File: src/sv/mqf_pkg.sv
// Shared types and constants for the multi-queue block with urgent front insertion.
`timescale 1ns / 1ps
package mqf_pkg;

    // Default sizes of the bank
    localparam int NUM_QUEUES_DEF = 32;
    localparam int DEPTH_DEF      = 8;
    localparam int ID_WIDTH_DEF   = 16;

    // Fixed field widths
    localparam int QIDX_W   = 5;
    localparam int ITEM_W   = 16;
    localparam int STATUS_W = 3;
    localparam int COUNT_W  = 4;
    localparam int LIMIT_W  = 4;

    localparam logic [LIMIT_W-1:0] LIMIT_RESET = 4'd5;

    // Command codes
    localparam logic CMD_ADD  = 1'b0;
    localparam logic CMD_TAKE = 1'b1;

    // Result status codes
    typedef enum logic [STATUS_W-1:0] {
        ST_ADDED  = 3'd0,
        ST_FULL   = 3'd1,
        ST_TAKEN  = 3'd2,
        ST_EMPTY  = 3'd3,
        ST_BADIDX = 3'd4
    } t_status;

    // Where a slot cell takes its new value from
    typedef enum logic [1:0] {
        SRC_ID,
        SRC_LEFT,
        SRC_RIGHT
    } t_src;

    // Per-cell write control
    typedef struct packed {
        logic wr;
        t_src src;
    } t_cell_ctrl;

endpackage

File: src/sv/mqf_cell.sv
// Slot cell: holds one slot position of every queue and shifts with its neighbors.
`timescale 1ns / 1ps
module mqf_cell import mqf_pkg::*; #(
    parameter int NUM_QUEUES = NUM_QUEUES_DEF,
    parameter int ID_WIDTH   = ID_WIDTH_DEF,
    parameter int AW         = 5
) (
    input  logic                i_clk,
    input  logic                i_rd_en,
    input  logic [AW-1:0]       i_rd_addr,
    input  logic [AW-1:0]       i_wr_addr,
    input  t_cell_ctrl          i_ctrl,
    input  logic [ID_WIDTH-1:0] i_id,
    input  logic [ID_WIDTH-1:0] i_left,
    input  logic [ID_WIDTH-1:0] i_right,
    output logic [ID_WIDTH-1:0] o_data
);

    logic [ID_WIDTH-1:0] r_mem [NUM_QUEUES];
    logic [ID_WIDTH-1:0] r_data;
    logic [ID_WIDTH-1:0] n_data;

    // Pick the new slot value: fresh id, shift toward tail, or shift toward head
    always_comb begin
        case (i_ctrl.src)
            SRC_ID:    n_data = i_id;
            SRC_LEFT:  n_data = i_left;
            SRC_RIGHT: n_data = i_right;
            default:   n_data = r_data;
        endcase
    end

    // Write back on commit, read the addressed queue's slot on transfer
    always_ff @(posedge i_clk) begin
        if (i_ctrl.wr) begin
            r_mem[i_wr_addr] <= n_data;
        end
        if (i_rd_en) begin
            r_data <= r_mem[i_rd_addr];
        end
    end

    assign o_data = r_data;

endmodule

File: config.mk
export PLATFORM = sky130hd
export DESIGN_NAME = mqf_cell
export DESIGN_NICKNAME = d
export VERILOG_FILES = /design/src/sv/mqf_pkg.sv /design/src/sv/mqf_cell.sv
export SDC_FILE = /design/constraint.sdc
export NUM_CORES = 1
export LEC_CHECK = 0
export BUFFER_PORTS_ARGS = -buffer_cell sky130_fd_sc_hd__buf_2
export CORE_UTILIZATION = 55
export DETAILED_ROUTE_END_ITERATION = 7
export PLACE_DENSITY = 0.8
export REMOVE_ABC_BUFFERS = 1
export SYNTH_ARGS = -nofsm -noshare
export SYNTH_HDL_FRONTEND = slang
export SYNTH_SLANG_ARGS = --single-unit
export TNS_END_PERCENT = 50
File: constraint.sdc
create_clock -name i_clk -period 2.5 [get_ports i_clk]
set_input_delay 0.25 -clock i_clk [delete_from_list [all_inputs] [get_ports i_clk]]
set_output_delay 0.25 -clock i_clk [all_outputs]
set_load 0.005 [all_outputs]
==> results.sh <==
export IMPL_antenna_found_initial=5
export IMPL_synth_top_area_cell="edfxtp_1"
export IMPL_slowest_delay_ns=0.53
export IMPL_power_switching_w=0.00380
export IMPL_outcome="finished, final reports clean"
export IMPL_power_frac_comb=0.062
export IMPL_drive_gt1_frac=0.162
export IMPL_cts_root_buf="clkbuf_16"
export IMPL_switching_share=0.208
export IMPL_drt_pass1_iterations=5
export IMPL_crit_end="o_data[0]$_DFFE_PP_"
export IMPL_area_growth_pct=12.3
export IMPL_setup_tns_ns=0
export IMPL_cts_tree="yes"
export IMPL_cts_sinks=528
export IMPL_pwr_share_seq=0.552
export IMPL_rsz0062_at_grt="no"
export IMPL_drc=0
export IMPL_path_buf_inv=2
export IMPL_setup_viol=0
export IMPL_finalPower_w=0.0182
export IMPL_grt_pass1_vias=11600
export IMPL_cp_top_family="simple AND/OR/NAND/NOR gates"
export IMPL_fin_util=0.628
export IMPL_die_w_um=198
export IMPL_syn_avg_cell_area_um2=18.1
export IMPL_core_area_mm2=0.0377
export IMPL_clk_transition_reported_paths_ns=0.06
export IMPL_synth_warning_count=0
export IMPL_drt_vias_per_instance=6.18
export IMPL_routedWlPerCell_um=25.0
export IMPL_path_max_fanout=20
export IMPL_synth_cell_type_count=28
export IMPL_r2r_end="o_data[0]$_DFFE_PP_"
export IMPL_hold_path_class="in -> reg"
export IMPL_crit_chain="buf_2 -> and2_2 -> buf_12 -> a22o_1 -> nor3_1 -> a31oi_1 -> nand3_1"
export IMPL_cts_hold_buf=0
export IMPL_cts_buffer_depth=3
export IMPL_initial_core_util=0.559
export IMPL_cts_resized=0
export IMPL_finalHoldViolCount=0
export IMPL_clock_latency_ns=0.56
export IMPL_rows=71
export IMPL_post_route_cell_area_mm2=0.0237
export IMPL_final_nets=1340
export IMPL_slew_violations=0
export IMPL_post_route_period_util=0.665
export IMPL_reg2reg_from="r_mem[6][0]$_DFFE_PP_"
export IMPL_place_congestion=0.787
export IMPL_synth_area_mm2=0.0211
export IMPL_critPathLaunch="i_rd_addr[0]"
export IMPL_io_pins=79
export IMPL_placed_area_mm2=0.0221
export IMPL_critPathLaunchType="input port"
export IMPL_max_vdd_ir_drop_v=0.000471
export IMPL_timing_hold_ws_ns=0.194
export IMPL_io_buffers=78
export IMPL_internal_power_w=0.0144
export IMPL_grt_use_total=0.237
export IMPL_leakage_nw=8.30
export IMPL_post_cts_buffers=0
export IMPL_crit_type="in -> reg"
export IMPL_p_clk_frac=0.386
export IMPL_yosys_top_cells_area="edfxtp_1 (75%), mux2i_1 (12%), a22oi_1 (2.3%), mux4_2 (1.7%), a22o_1 (1.3%)"
export IMPL_cts_inserted_buffers=50
export IMPL_netlist_instances=1163
export IMPL_slowest_stage="and2_2"
export IMPL_layout_min_cycle_time_ns=1.66
export IMPL_maxCapViolations=0
export IMPL_dieArea_mm2=0.0391
export IMPL_synth_seq_cells=528
export IMPL_cp_end_kind="flop"
export IMPL_reg2regPathDepth=5
export IMPL_hpwl_mm=26.2
export IMPL_grt_pass1_wl_mm=68.3
export IMPL_clock_fmax_ghz=0.602
export IMPL_overflow=0
export IMPL_cp_required_ns=2.79
export IMPL_crit_cells=7
export IMPL_cp_arrival_ns=1.95
export IMPL_yosysTopAreaCellShare=0.753
export IMPL_antenna_left=0
export IMPL_drtIter0Drc=1067
export IMPL_die_h_um=198
export IMPL_finalClockSkew_ns=0.0234
export IMPL_grt_max_degree=65
export IMPL_maxSlewHeadroom=0.565
export IMPL_via_count=11300
export IMPL_htree_levels=2
export IMPL_powerDensity_mw_per_mm2=771
export IMPL_tightest_slew_ns=0.653
export IMPL_reg2reg_slack_ns=0.85
export IMPL_wl_mm=45.7
export IMPL_synth_seq_area_share=0.753
==> registers in the layout, summed over array words and instances (netlist names) <==
register,cells
r_mem,512
o_data,16
==> area by class of cell <==
class	instances	area, um^2
tap	511	639
antenna	3	7.51
fill	2556	14000
clock inverter	19	176
clock buffer	67	1340
multi-input combinational	564	4680
timing repair buffer	133	963
sequential	528	15900
==> worst min-delay path by stage <==
stage                      startpoint  slack, ns  depth (start not counted)                   end
4_1_cts                       i_rd_en       0.18                          1   o_data[8]$_DFFE_PP_
5_1_grt                       i_rd_en       0.18                          1   o_data[8]$_DFFE_PP_
3_3_place_gp   r_mem[9][10]$_DFFE_PP_       0.65                          4  o_data[10]$_DFFE_PP_
2_1_floorplan                 i_rd_en       0.36                          0   o_data[0]$_DFFE_PP_
3_5_place_dp    r_mem[9][0]$_DFFE_PP_       0.66                          4   o_data[0]$_DFFE_PP_
6_report                      i_rd_en       0.19                          1   o_data[5]$_DFFE_PP_
==> metrics by stage <==
stage               std cells  worst slack, ns
floorplan                1092           -0.690
global placement         1736            0.316
detailed placement       1736            0.301
CTS                      1822            0.877
global route             1825            0.814
finish                   1825            0.838
==> logic make-up (layout without fill, tap and decap cells) <==
logic type             Yosys count  count (layout)  synth area share
and+or+nand+nor                148             148            0.0340
DFF                            528             528             0.753
muxes                          272             272             0.139
AOI/OAI and AO/OA              144             144            0.0485
buffers and inverters           71             219            0.0262
other                            0               3                 0
==> synth_stat cells (all sizes together) <==
cell,instances
or3b,3
mux2i,256
nor3,16
and2,1
a22oi,64
nor2,34
or2,1
nand2,33
a21oi,32
nor2b,2
a31oi,16
mux4,16
nand3,34
nand2b,2
buf,55
clkbuf,16
a22o,32
or3,1
nand3b,5
nand4,16
edfxtp,528
==> power by group through the flow <==
stage	sequential, W	combinational (W)	clock (W)
2_1_floorplan	0.0102	0.000565	0
4_1_cts	0.0101	0.00113	0.00712
3_5_place_dp	0.0102	0.00112	0
6_report	0.0101	0.00113	0.00704
5_1_grt	0.0101	0.00121	0.00743
3_3_place_gp	0.0102	0.00108	0
==> cells in the final DEF (no fill, tap or decap), types with 12 or more instances in the layout <==
cell | synthesis | routed
clkbuf_1 | 14 | 16
a22oi_1 | 64 | 64
nor2_1 | 33 | 33
a31oi_1 | 16 | 16
buf_4 | 17 | 43
nor3_1 | 16 | 16
a21oi_1 | 32 | 32
a22o_1 | 32 | 32
buf_12 | 5 | 12
mux2i_1 | 256 | 256
buf_2 | 21 | 77
nand4_1 | 16 | 16
clkbuf_16 | 0 | 51
mux4_2 | 16 | 16
edfxtp_1 | 528 | 528
nand2_1 | 33 | 33
clkinv_1 | 0 | 13
nand3_1 | 34 | 34
==> routing by layer <==
metal  vias to the layer above  part of all wire  GRT usage
met3                       120             0.076     0.0361
met2                       514              0.50      0.406
met1                      5723              0.39      0.306
li1                       4914                 -          -
met5                         -           0.00057          0
met4                         4             0.031     0.0904
(Power assumes the default switching activity.)
